$ cat src/hdl/neighbor_table_aging_eviction_unit_assert.svh
// ---------------------------------------------------------------------------
// Neighbor table assertion macros
// Shared concurrent assertion forms, clocked on clk and disabled during reset.
// ---------------------------------------------------------------------------
`ifndef NEIGHBOR_TABLE_AGING_EVICTION_UNIT_ASSERT_SVH
`define NEIGHBOR_TABLE_AGING_EVICTION_UNIT_ASSERT_SVH

// A condition that holds at every clock edge out of reset.
`define NTAE_ASSERT_ALWAYS(label, cond, msg) \
	label: assert property (@(posedge clk) disable iff (!arst_n) (cond)) else $error(msg);

// A consequence that holds in the same cycle as its antecedent.
`define NTAE_ASSERT_IMPL(label, ante, cons, msg) \
	label: assert property (@(posedge clk) disable iff (!arst_n) (ante) |-> (cons)) \
		else $error(msg);

`endif

$ cat src/hdl/ntae_pkg.sv
// ---------------------------------------------------------------------------
// Neighbor table package
// Operation codes, register indexes, constants and the control interface.
// ---------------------------------------------------------------------------
`timescale 1ns / 1ps
`default_nettype none

package ntae_pkg;

	localparam logic [1:0] FUNC_BEACON = 2'd0;
	localparam logic [1:0] FUNC_TICK   = 2'd1;
	localparam logic [1:0] FUNC_FIND   = 2'd2;
	localparam logic [1:0] FUNC_READ   = 2'd3;

	localparam logic REG_OWN_ID  = 1'b0;
	localparam logic REG_TIMEOUT = 1'b1;

	localparam logic [31:0] TIMEOUT_RESET    = 32'd30000;
	localparam logic [7:0]  MIN_BEACON_BYTES = 8'd24;

	localparam int SLOT_BITS  = 3;
	localparam int COUNT_BITS = 4;
	localparam int IN_BITS    = 80;
	localparam int OUT_BITS   = 80;
	localparam int RES_BITS   = 78;

	typedef struct packed {
		logic capture;
		logic issue;
		logic issue_sel;
		logic eval;
		logic mark_ignore;
		logic mark_match;
		logic mark_none;
		logic mark_read;
		logic refresh;
		logic append;
		logic evict;
		logic tick_end;
		logic emit;
	} ntae_cmd_t;

	typedef struct packed {
		logic [1:0] func;
		logic       ignore;
		logic       empty;
		logic       full;
		logic       more;
		logic       match;
		logic       last;
		logic       out_free;
	} ntae_sts_t;

endpackage

`default_nettype wire

$ cat src/hdl/ntae_ctrl.sv
// ---------------------------------------------------------------------------
// Neighbor table controller
// Sequences capture, table walk, table update and result transfer per item.
// ---------------------------------------------------------------------------
`timescale 1ns / 1ps
`default_nettype none

module ntae_ctrl (
	input  logic               clk,
	input  logic               arst_n,
	input  logic               s_tvalid,
	output logic               s_tready,
	input  ntae_pkg::ntae_sts_t sts,
	output ntae_pkg::ntae_cmd_t cmd
);

	localparam logic [3:0] ST_IDLE     = 4'd0;
	localparam logic [3:0] ST_DISPATCH = 4'd1;
	localparam logic [3:0] ST_SCAN     = 4'd2;
	localparam logic [3:0] ST_RDSEL    = 4'd3;
	localparam logic [3:0] ST_RDDATA   = 4'd4;
	localparam logic [3:0] ST_REFRESH  = 4'd5;
	localparam logic [3:0] ST_APPEND   = 4'd6;
	localparam logic [3:0] ST_EVICT    = 4'd7;
	localparam logic [3:0] ST_TICKEND  = 4'd8;
	localparam logic [3:0] ST_EMIT     = 4'd9;

	logic [3:0] state_q;
	logic [3:0] state_nxt;

	assign s_tready = (state_q == ST_IDLE);

	always_comb begin
		cmd       = '0;
		state_nxt = state_q;
		case (state_q)
			ST_IDLE: begin
				if (s_tvalid) begin
					cmd.capture = 1'b1;
					state_nxt   = ST_DISPATCH;
				end
			end
			ST_DISPATCH: begin
				case (sts.func)
					ntae_pkg::FUNC_BEACON: begin
						if (sts.ignore) begin
							cmd.mark_ignore = 1'b1;
							state_nxt       = ST_EMIT;
						end else if (sts.empty) begin
							state_nxt = ST_APPEND;
						end else begin
							state_nxt = ST_SCAN;
						end
					end
					ntae_pkg::FUNC_TICK: begin
						state_nxt = sts.empty ? ST_TICKEND : ST_SCAN;
					end
					ntae_pkg::FUNC_FIND: begin
						if (sts.empty) begin
							cmd.mark_none = 1'b1;
							state_nxt     = ST_EMIT;
						end else begin
							state_nxt = ST_SCAN;
						end
					end
					ntae_pkg::FUNC_READ: begin
						state_nxt = ST_RDSEL;
					end
					default: begin
						state_nxt = ST_IDLE;
					end
				endcase
			end
			ST_SCAN: begin
				cmd.issue = sts.more;
				cmd.eval  = 1'b1;
				if (sts.func != ntae_pkg::FUNC_TICK && sts.match) begin
					cmd.mark_match = 1'b1;
					state_nxt = (sts.func == ntae_pkg::FUNC_FIND) ? ST_EMIT : ST_REFRESH;
				end else if (sts.last) begin
					case (sts.func)
						ntae_pkg::FUNC_FIND: begin
							cmd.mark_none = 1'b1;
							state_nxt     = ST_EMIT;
						end
						ntae_pkg::FUNC_BEACON: begin
							state_nxt = sts.full ? ST_EVICT : ST_APPEND;
						end
						default: begin
							state_nxt = ST_TICKEND;
						end
					endcase
				end
			end
			ST_RDSEL: begin
				cmd.issue_sel = 1'b1;
				state_nxt     = ST_RDDATA;
			end
			ST_RDDATA: begin
				cmd.mark_read = 1'b1;
				state_nxt     = ST_EMIT;
			end
			ST_REFRESH: begin
				cmd.refresh = 1'b1;
				state_nxt   = ST_EMIT;
			end
			ST_APPEND: begin
				cmd.append = 1'b1;
				state_nxt  = ST_EMIT;
			end
			ST_EVICT: begin
				cmd.evict = 1'b1;
				state_nxt = ST_EMIT;
			end
			ST_TICKEND: begin
				cmd.tick_end = 1'b1;
				state_nxt    = ST_EMIT;
			end
			ST_EMIT: begin
				if (sts.out_free) begin
					cmd.emit  = 1'b1;
					state_nxt = ST_IDLE;
				end
			end
			default: begin
				state_nxt = ST_IDLE;
			end
		endcase
	end

	always_ff @(posedge clk or negedge arst_n) begin
		if (!arst_n) begin
			state_q <= ST_IDLE;
		end else begin
			state_q <= state_nxt;
		end
	end

endmodule

`default_nettype wire

$ cat src/hdl/ntae_dp.sv
// ---------------------------------------------------------------------------
// Neighbor table datapath
// Entry memory, configuration, walk counters, compare logic and result register.
// ---------------------------------------------------------------------------
`timescale 1ns / 1ps
`default_nettype none

`include "neighbor_table_aging_eviction_unit_assert.svh"

module ntae_dp #(
	parameter int TABLE_DEPTH = 8
) (
	input  logic                             clk,
	input  logic                             arst_n,
	input  ntae_pkg::ntae_cmd_t              cmd,
	output ntae_pkg::ntae_sts_t              sts,
	input  logic                             cfg_we,
	input  logic                             cfg_index,
	input  logic [31:0]                      cfg_wdata,
	input  logic [ntae_pkg::IN_BITS-1:0]     s_tdata,
	input  logic [1:0]                       s_tuser,
	output logic                             m_tvalid,
	input  logic                             m_tready,
	output logic [ntae_pkg::OUT_BITS-1:0]    m_tdata
);

	localparam int AW   = (TABLE_DEPTH > 1) ? $clog2(TABLE_DEPTH) : 1;
	localparam int CW   = $clog2(TABLE_DEPTH + 1);
	localparam int SB   = ntae_pkg::SLOT_BITS;
	localparam int NB   = ntae_pkg::COUNT_BITS;
	localparam int CMPW = (CW > SB) ? CW : SB;
	localparam int RB   = ntae_pkg::RES_BITS;

	logic [63:0]   ent_mem [TABLE_DEPTH];

	logic [31:0]   own_q;
	logic [31:0]   timeout_q;
	logic [CW-1:0] count_q;

	logic [1:0]    func_q;
	logic [31:0]   key_q;
	logic [31:0]   now_q;
	logic [7:0]    plen_q;
	logic [SB-1:0] sel_q;

	logic [CW-1:0] idx_q;
	logic [CW-1:0] wr_q;
	logic [CW-1:0] removed_q;
	logic [31:0]   best_q;
	logic [AW-1:0] best_slot_q;
	logic [AW-1:0] at_q;

	logic          rvld_s1;
	logic [CW-1:0] ridx_s1;
	logic [63:0]   rdata_s1;

	logic          p_hit_q;
	logic [SB-1:0] p_slot_q;
	logic [31:0]   p_id_q;
	logic [31:0]   p_seen_q;
	logic [NB-1:0] p_expired_q;
	logic          p_evicted_q;
	logic          p_ignored_q;

	logic          m_tvalid_q;
	logic [RB-1:0] out_q;

	logic [31:0]   rid;
	logic [31:0]   rseen;
	logic [31:0]   age;
	logic          expired;
	logic          sel_ok;
	logic          tick_eval;
	logic          we;
	logic [AW-1:0] waddr;
	logic [63:0]   wdata;
	logic          re;
	logic [AW-1:0] raddr;

	assign rid       = rdata_s1[63:32];
	assign rseen     = rdata_s1[31:0];
	assign age       = now_q - rseen;
	assign expired   = age > timeout_q;
	assign sel_ok    = CMPW'(sel_q) < CMPW'(count_q);
	assign tick_eval = cmd.eval && rvld_s1 && (func_q == ntae_pkg::FUNC_TICK);

	assign sts.func     = func_q;
	assign sts.ignore   = (plen_q < ntae_pkg::MIN_BEACON_BYTES) || (key_q == own_q);
	assign sts.empty    = (count_q == '0);
	assign sts.full     = (count_q == CW'(TABLE_DEPTH));
	assign sts.more     = (idx_q < count_q);
	assign sts.match    = rvld_s1 && (rid == key_q);
	assign sts.last     = rvld_s1 && ((ridx_s1 + 1'b1) == count_q);
	assign sts.out_free = !m_tvalid_q || m_tready;

	always_comb begin
		we    = 1'b0;
		waddr = '0;
		wdata = {key_q, now_q};
		if (tick_eval && !expired) begin
			we    = 1'b1;
			waddr = wr_q[AW-1:0];
			wdata = rdata_s1;
		end
		if (cmd.refresh) begin
			we    = 1'b1;
			waddr = at_q;
		end
		if (cmd.append) begin
			we    = 1'b1;
			waddr = count_q[AW-1:0];
		end
		if (cmd.evict) begin
			we    = 1'b1;
			waddr = best_slot_q;
		end
	end

	assign re    = cmd.issue || cmd.issue_sel;
	assign raddr = cmd.issue_sel ? AW'(sel_q) : idx_q[AW-1:0];

	always_ff @(posedge clk) begin
		if (we) begin
			ent_mem[waddr] <= wdata;
		end
		if (re) begin
			rdata_s1 <= ent_mem[raddr];
		end
	end

	always_ff @(posedge clk or negedge arst_n) begin
		if (!arst_n) begin
			own_q      <= '0;
			timeout_q  <= ntae_pkg::TIMEOUT_RESET;
			count_q    <= '0;
			idx_q      <= '0;
			wr_q       <= '0;
			rvld_s1    <= 1'b0;
			m_tvalid_q <= 1'b0;
		end else begin
			if (cfg_we) begin
				if (cfg_index == ntae_pkg::REG_OWN_ID) begin
					own_q <= cfg_wdata;
				end else begin
					timeout_q <= cfg_wdata;
				end
			end
			rvld_s1 <= cmd.issue;
			if (cmd.capture) begin
				idx_q <= '0;
				wr_q  <= '0;
			end else if (cmd.issue) begin
				idx_q <= idx_q + 1'b1;
			end
			if (tick_eval && !expired) begin
				wr_q <= wr_q + 1'b1;
			end
			if (cmd.append) begin
				count_q <= count_q + 1'b1;
			end
			if (cmd.tick_end) begin
				count_q <= wr_q;
			end
			if (cmd.emit) begin
				m_tvalid_q <= 1'b1;
			end else if (m_tready) begin
				m_tvalid_q <= 1'b0;
			end
		end
	end

	always_ff @(posedge clk) begin
		if (cmd.capture) begin
			func_q      <= s_tuser;
			key_q       <= s_tdata[31:0];
			now_q       <= s_tdata[63:32];
			plen_q      <= s_tdata[71:64];
			sel_q       <= s_tdata[74:72];
			removed_q   <= '0;
			best_q      <= '1;
			best_slot_q <= '0;
		end
		if (cmd.issue) begin
			ridx_s1 <= idx_q;
		end
		if (tick_eval && expired) begin
			removed_q <= removed_q + 1'b1;
		end
		if (cmd.eval && rvld_s1 && func_q == ntae_pkg::FUNC_BEACON && rseen < best_q) begin
			best_q      <= rseen;
			best_slot_q <= ridx_s1[AW-1:0];
		end
		if (cmd.mark_ignore || cmd.mark_none || cmd.tick_end) begin
			p_hit_q     <= 1'b0;
			p_slot_q    <= '0;
			p_id_q      <= '0;
			p_seen_q    <= '0;
			p_evicted_q <= 1'b0;
			p_ignored_q <= cmd.mark_ignore;
			p_expired_q <= cmd.tick_end ? NB'(removed_q) : '0;
		end
		if (cmd.mark_match) begin
			at_q        <= ridx_s1[AW-1:0];
			p_hit_q     <= 1'b1;
			p_slot_q    <= SB'(ridx_s1);
			p_id_q      <= rid;
			p_seen_q    <= rseen;
			p_evicted_q <= 1'b0;
			p_ignored_q <= 1'b0;
			p_expired_q <= '0;
		end
		if (cmd.mark_read) begin
			p_hit_q     <= sel_ok;
			p_slot_q    <= sel_q;
			p_id_q      <= sel_ok ? rid : '0;
			p_seen_q    <= sel_ok ? rseen : '0;
			p_evicted_q <= 1'b0;
			p_ignored_q <= 1'b0;
			p_expired_q <= '0;
		end
		if (cmd.refresh) begin
			p_seen_q <= now_q;
		end
		if (cmd.append || cmd.evict) begin
			p_hit_q     <= 1'b0;
			p_slot_q    <= cmd.evict ? SB'(best_slot_q) : SB'(count_q);
			p_id_q      <= key_q;
			p_seen_q    <= now_q;
			p_evicted_q <= cmd.evict;
			p_ignored_q <= 1'b0;
			p_expired_q <= '0;
		end
		if (cmd.emit) begin
			out_q <= {p_ignored_q, p_evicted_q, p_expired_q, NB'(count_q),
				p_seen_q, p_id_q, p_slot_q, p_hit_q};
		end
	end

	assign m_tvalid = m_tvalid_q;
	assign m_tdata  = {{(ntae_pkg::OUT_BITS - RB){1'b0}}, out_q};

	`NTAE_ASSERT_ALWAYS(a_count_bound, count_q <= CW'(TABLE_DEPTH), "entry count beyond table depth")
	`NTAE_ASSERT_IMPL(a_pack_order, tick_eval, wr_q <= ridx_s1, "compaction write passed read")
	`NTAE_ASSERT_IMPL(a_evict_full, p_evicted_q, count_q == CW'(TABLE_DEPTH), "eviction on non-full table")
	`NTAE_ASSERT_IMPL(a_ignore_clean, m_tvalid_q && out_q[77], !out_q[0] && !out_q[76], "ignored beacon reports hit or eviction")

endmodule

`default_nettype wire

$ cat src/hdl/neighbor_table_aging_eviction_unit.sv
// The time from input transfer to result grows with the entry count N, set by the table walk
// that reads one entry per cycle. Items are handled one at a time.
// A waiting result does not block the next input transfer; it blocks only the next result.
// Reset clears the entry count, the controller and the output valid; entry contents are
// undefined until written, and the timeout register resets to 30000.
// ---------------------------------------------------------------------------
// Neighbor table with aging and eviction
// Top level: stream input and output, configuration writes, controller and datapath.
// ---------------------------------------------------------------------------
`timescale 1ns / 1ps
`default_nettype none

module neighbor_table_aging_eviction_unit #(
	parameter int TABLE_DEPTH = 8
) (
	input  logic                          clk,
	input  logic                          arst_n,
	input  logic                          s_tvalid,
	output logic                          s_tready,
	// node_id[31:0], now_ms[63:32], payload_length[71:64], slot_select[74:72], zero fill
	input  logic [ntae_pkg::IN_BITS-1:0]  s_tdata,
	// func[1:0]
	input  logic [1:0]                    s_tuser,
	output logic                          m_tvalid,
	input  logic                          m_tready,
	// hit[0], slot_index[3:1], entry_id[35:4], entry_seen_ms[67:36], peer_count[71:68],
	// expired_count[75:72], evicted[76], ignored[77], zero fill
	output logic [ntae_pkg::OUT_BITS-1:0] m_tdata,
	input  logic                          cfg_we,
	input  logic                          cfg_index,
	input  logic [31:0]                   cfg_wdata
);

	ntae_pkg::ntae_cmd_t cmd;
	ntae_pkg::ntae_sts_t sts;

	ntae_ctrl u_ctrl (
		.clk      (clk),
		.arst_n   (arst_n),
		.s_tvalid (s_tvalid),
		.s_tready (s_tready),
		.sts      (sts),
		.cmd      (cmd)
	);

	ntae_dp #(
		.TABLE_DEPTH (TABLE_DEPTH)
	) u_dp (
		.clk       (clk),
		.arst_n    (arst_n),
		.cmd       (cmd),
		.sts       (sts),
		.cfg_we    (cfg_we),
		.cfg_index (cfg_index),
		.cfg_wdata (cfg_wdata),
		.s_tdata   (s_tdata),
		.s_tuser   (s_tuser),
		.m_tvalid  (m_tvalid),
		.m_tready  (m_tready),
		.m_tdata   (m_tdata)
	);

endmodule

`default_nettype wire

$ cat config.mk
export PLATFORM = sky130hd
export DESIGN_NAME = neighbor_table_aging_eviction_unit
export DESIGN_NICKNAME = d
export VERILOG_FILES = /design/src/hdl/ntae_pkg.sv /design/src/hdl/ntae_ctrl.sv /design/src/hdl/ntae_dp.sv /design/src/hdl/neighbor_table_aging_eviction_unit.sv
export VERILOG_INCLUDE_DIRS = /design/src /design/src/hdl
export SDC_FILE = /design/constraint.sdc
export NUM_CORES = 1
export LEC_CHECK = 0
export ABC_AREA = 0
export ABC_CLOCK_PERIOD_IN_PS = 16030
export BUFFER_PORTS_ARGS = -buffer_cell sky130_fd_sc_hd__buf_2
export CORE_MARGIN = 10
export CORE_UTILIZATION = 35
export CTS_BUF_LIST = sky130_fd_sc_hd__clkbuf_16
export CTS_CLUSTER_DIAMETER = 50
export DETAILED_ROUTE_END_ITERATION = 8
export PLACE_DENSITY = 0.5
export REMOVE_ABC_BUFFERS = 1
export SLEW_MARGIN = 25
export SYNTH_ARGS = -nofsm -noshare
export SYNTH_HDL_FRONTEND = slang
export SYNTH_SLANG_ARGS = --single-unit
$ cat constraint.sdc
create_clock -name clk -period 16.03 [get_ports clk]
set_clock_uncertainty 0.15 [all_clocks]
set_input_delay 0.8015 -clock clk [delete_from_list [all_inputs] [get_ports clk]]
set_output_delay 0.8015 -clock clk [all_outputs]
set_load 0.02 [all_outputs]
==> impl_metrics.ini <==
[setup_path]
cp.arrival_ns = 8.28
critPathRequiredTime_ns = 16.19
critPathKind = register to register
worst_setup_path_end_kind = register
start_kind = register
crit_path_max_fanout = 37

[floorplanning]
die_h_um = 353
die_area_um2 = 124000
initial_utilization_pct = 35.1
dieWidth_um = 353
coreArea_um2 = 110000
ios = 202
fp-row-count = 122

[synth]
yosys.area_share.simple_pct = 3.82
synth_cell_types = 75
synth.area.mux_share_pct = 12.3
synth_top_family_by_area = multiplexers
synth_compound_area_share_pct = 5.15
syn_area_um2 = 38800
synth_top_cell_by_area = edfxtp_1
ys.flop_type = edfxtp_1
synth_fa_ha_area_share_pct = 3.44
yosysTopAreaCellShare_pct = 65.2
avgSynthCellArea_um2 = 17.5
ys_seq_area_share_pct = 70.9
postSynthCellCount = 2218
ys_warn_count = 0
synth_area_leaders = edfxtp_1 65%, mux4_2 7.4%, dfrtp_1 4.8%
ys_async_sr_fraction_pct = 8.82
synth-seq-cells = 930
synth_xor_area_share_pct = 2.33
synth_edf_count = 842

[timing]
setup_tns_ns = 0
worstMarginPinSlew_ns = 1.02
fin_crit_ns = 8.12
finalWorstSetupSlack_ns = 7.91
hold_viol_final = 0
finalSetupViolCount = 0
slew_headroom_pct = 31.9
period_share_pct = 50.7
rsz0062_at_grt = no
report.final.slew_viol_count = 0
max_freq_mhz = 123

[global_routing]
grt_pass1_wl_um = 151000
grt_pass1_vias = 21800
antenna_found_initial = 11
gr-usage-all-layers_pct = 16.5
grt_overflow = 0
grt_max_degree = 87

[placed_design]
numPortBuffers = 191
detailedPlace.worstSlack_ns = 7.72
place_congestion = 0.836
dpl-instance-area_um2 = 41600
dp_hpwl_um = 65400

[route]
drt_iter0_drc = 1573
drc = 0
drt_pre_antenna_iters = 5
route.vias.total = 20600
vias_per_cell = 5.07
totalWireLength_um = 104000
wl_per_cell_um = 25.6
ant_nets = 0

[cells_and_area]
utilization_pct = 41.1
final_cell_mix = 842 x edfxtp_1, 190 x buf_2, 162 x mux2_2
fin_nets = 2706
final_common_cell = edfxtp_1
nFillCells = 10000
area_growth_pct = 17.0
drive_gt1_share_pct = 28.5
final_area_um2 = 45400

[clock_network]
clock_latency_ns = 0.71
clkSinkCount = 930
cts.clk_slew.worst_paths_ns = 0.06
cts_tree = done
clk_path_buf_depth = 3
root_buffer = clkbuf_16
cts_htree_levels = 3
cts_buffers = 112

[run]
drv_cap = 0

[pwr]
ir_drop_v = 0.000110
power_density_nw_per_um2 = 172
power_w = 0.00779
p_leak_nw = 16.4

[hold_path]
hp-class = input pin to register

[status]
outcome = finished clean
## critical path, cell delays in order, from the launching register on
cell	delay, ns
edfxtp_1	0.45
inv_1	0.10
ha_1	0.17
inv_1	0.05
fa_1	0.40
a21o_1	0.19
nand4_1	0.11
a21boi_1	0.14
a211oi_2	0.47
o21ai_1	0.23
o21ba_2	0.28
a31o_2	0.28
a21o_1	0.18
a21oi_1	0.16
xnor2_1	0.15
ha_1	0.28
a21oi_1	0.16
nor2b_1	0.06
o21ai_0	0.18
o211ai_1	0.12
a221o_1	0.42
nor4b_2	0.58
o21ai_4	0.22
nor2_1	0.25
nor2_1	0.16
and3b_2	0.94
buf_4	0.76
## power by group
part | leakage [nW] | switching [W] | internal (W)
Sequential | 8.60 | 0.000229 | 0.00316
Combinational | 5.96 | 0.00115 | 0.000783
Clock | 1.86 | 0.00103 | 0.00145
## timing repair
item	4_1_cts	5_1_grt
endpoints found under the hold margin	22	0
buffers inserted	0	0
gates resized for setup	0	0
hold buffers	1	0
## synthesized netlist by cell type (8+ instances only)
cell type  number
mux2_2        162
o21ai_0        61
nor3_1         13
a21oi_1        56
nand3_1        18
buf_1           8
a21o_1         33
nor4_1         12
dfrtp_1        75
nand2_1        83
inv_1         121
nand2b_1       40
xor2_1         41
buf_2          25
nand4_1        23
mux4_2        128
a22o_1         68
nor2_1         62
edfxtp_1      842
nor2b_1        14
clkbuf_1       46
ha_1          105
xnor2_1        62
## worst paths after layout
kind                                startpoint                   to  slack [ns]  cells after the start
worst max-delay path             u_dp.now_q[0]  u_dp.ent_mem[6][51]        7.91                     26
worst min-delay path               s_tdata[70]       u_dp.plen_q[6]        0.11                      1
worst max register to register   u_dp.now_q[0]  u_dp.ent_mem[6][51]        7.91                     26
worst min register to register  u_dp.p_id_q[6]       u_dp.out_q[10]        0.26                      0
max in group asynchronous               arst_n   u_dp.timeout_q[22]       14.13                      3
min in group asynchronous               arst_n         u_dp.wr_q[0]        0.42                      2
## final cells by class
class                           instances  area (µm²)  area share [%]
Sequential cell                       930       27500            60.5
Multi-Input combinational cell       1087       10600            23.4
Clock buffer                          114        2850            6.29
Tap cell                             1488        1860            4.10
Timing Repair Buffer                  228        1280            2.83
Clock inverter                         96         805            1.77
Inverter                              121         458            1.01
Antenna cell                            2        5.00          0.0110
## metal layers
layer,GRT usage (%),vias to the layer above,wire length [µm]
met5,0,-,82
met1,22.3,10700,46200
met3,4.28,117,7410
li1,-,9179,-
met2,26.2,596,48500
met4,4.43,14,2010
## state kept, by name, indices dropped and copies added, names as in the netlist, 4 cells and up
| name | count |
|---|---|
| u_dp.rdata_s1 | 64 |
| u_ctrl.state_q | 4 |
| u_dp.timeout_q | 32 |
| u_dp.now_q | 32 |
| u_dp.idx_q | 4 |
| u_dp.wr_q | 4 |
| u_dp.removed_q | 4 |
| u_dp.ridx_s1 | 4 |
| u_dp.plen_q | 5 |
| u_dp.p_seen_q | 32 |
| u_dp.best_q | 32 |
| u_dp.out_q | 78 |
| u_dp.count_q | 4 |
| u_dp.key_q | 32 |
| u_dp.own_q | 32 |
| u_dp.ent_mem | 512 |
| u_dp.p_id_q | 32 |
| u_dp.p_expired_q | 4 |
## cell families after synthesis
kind of cell	after synthesis
XOR/XNOR	103
AO/OA/AOI/OAI	284
flip-flops	930
buffers and inverters	202
AND/OR/NAND/NOR	295
adder cells (fa/ha/maj)	106
multiplexers	297
other	1
## stage by stage
step,cells,hold WS (ns)
final,4066,0.113
after global routing,4064,0.0766
after CTS,4062,0.0752
after detailed placement,3851,0.255
after global placement,3851,0.254
after floorplan,2138,0.250
Power figures use the tool's default switching activity.
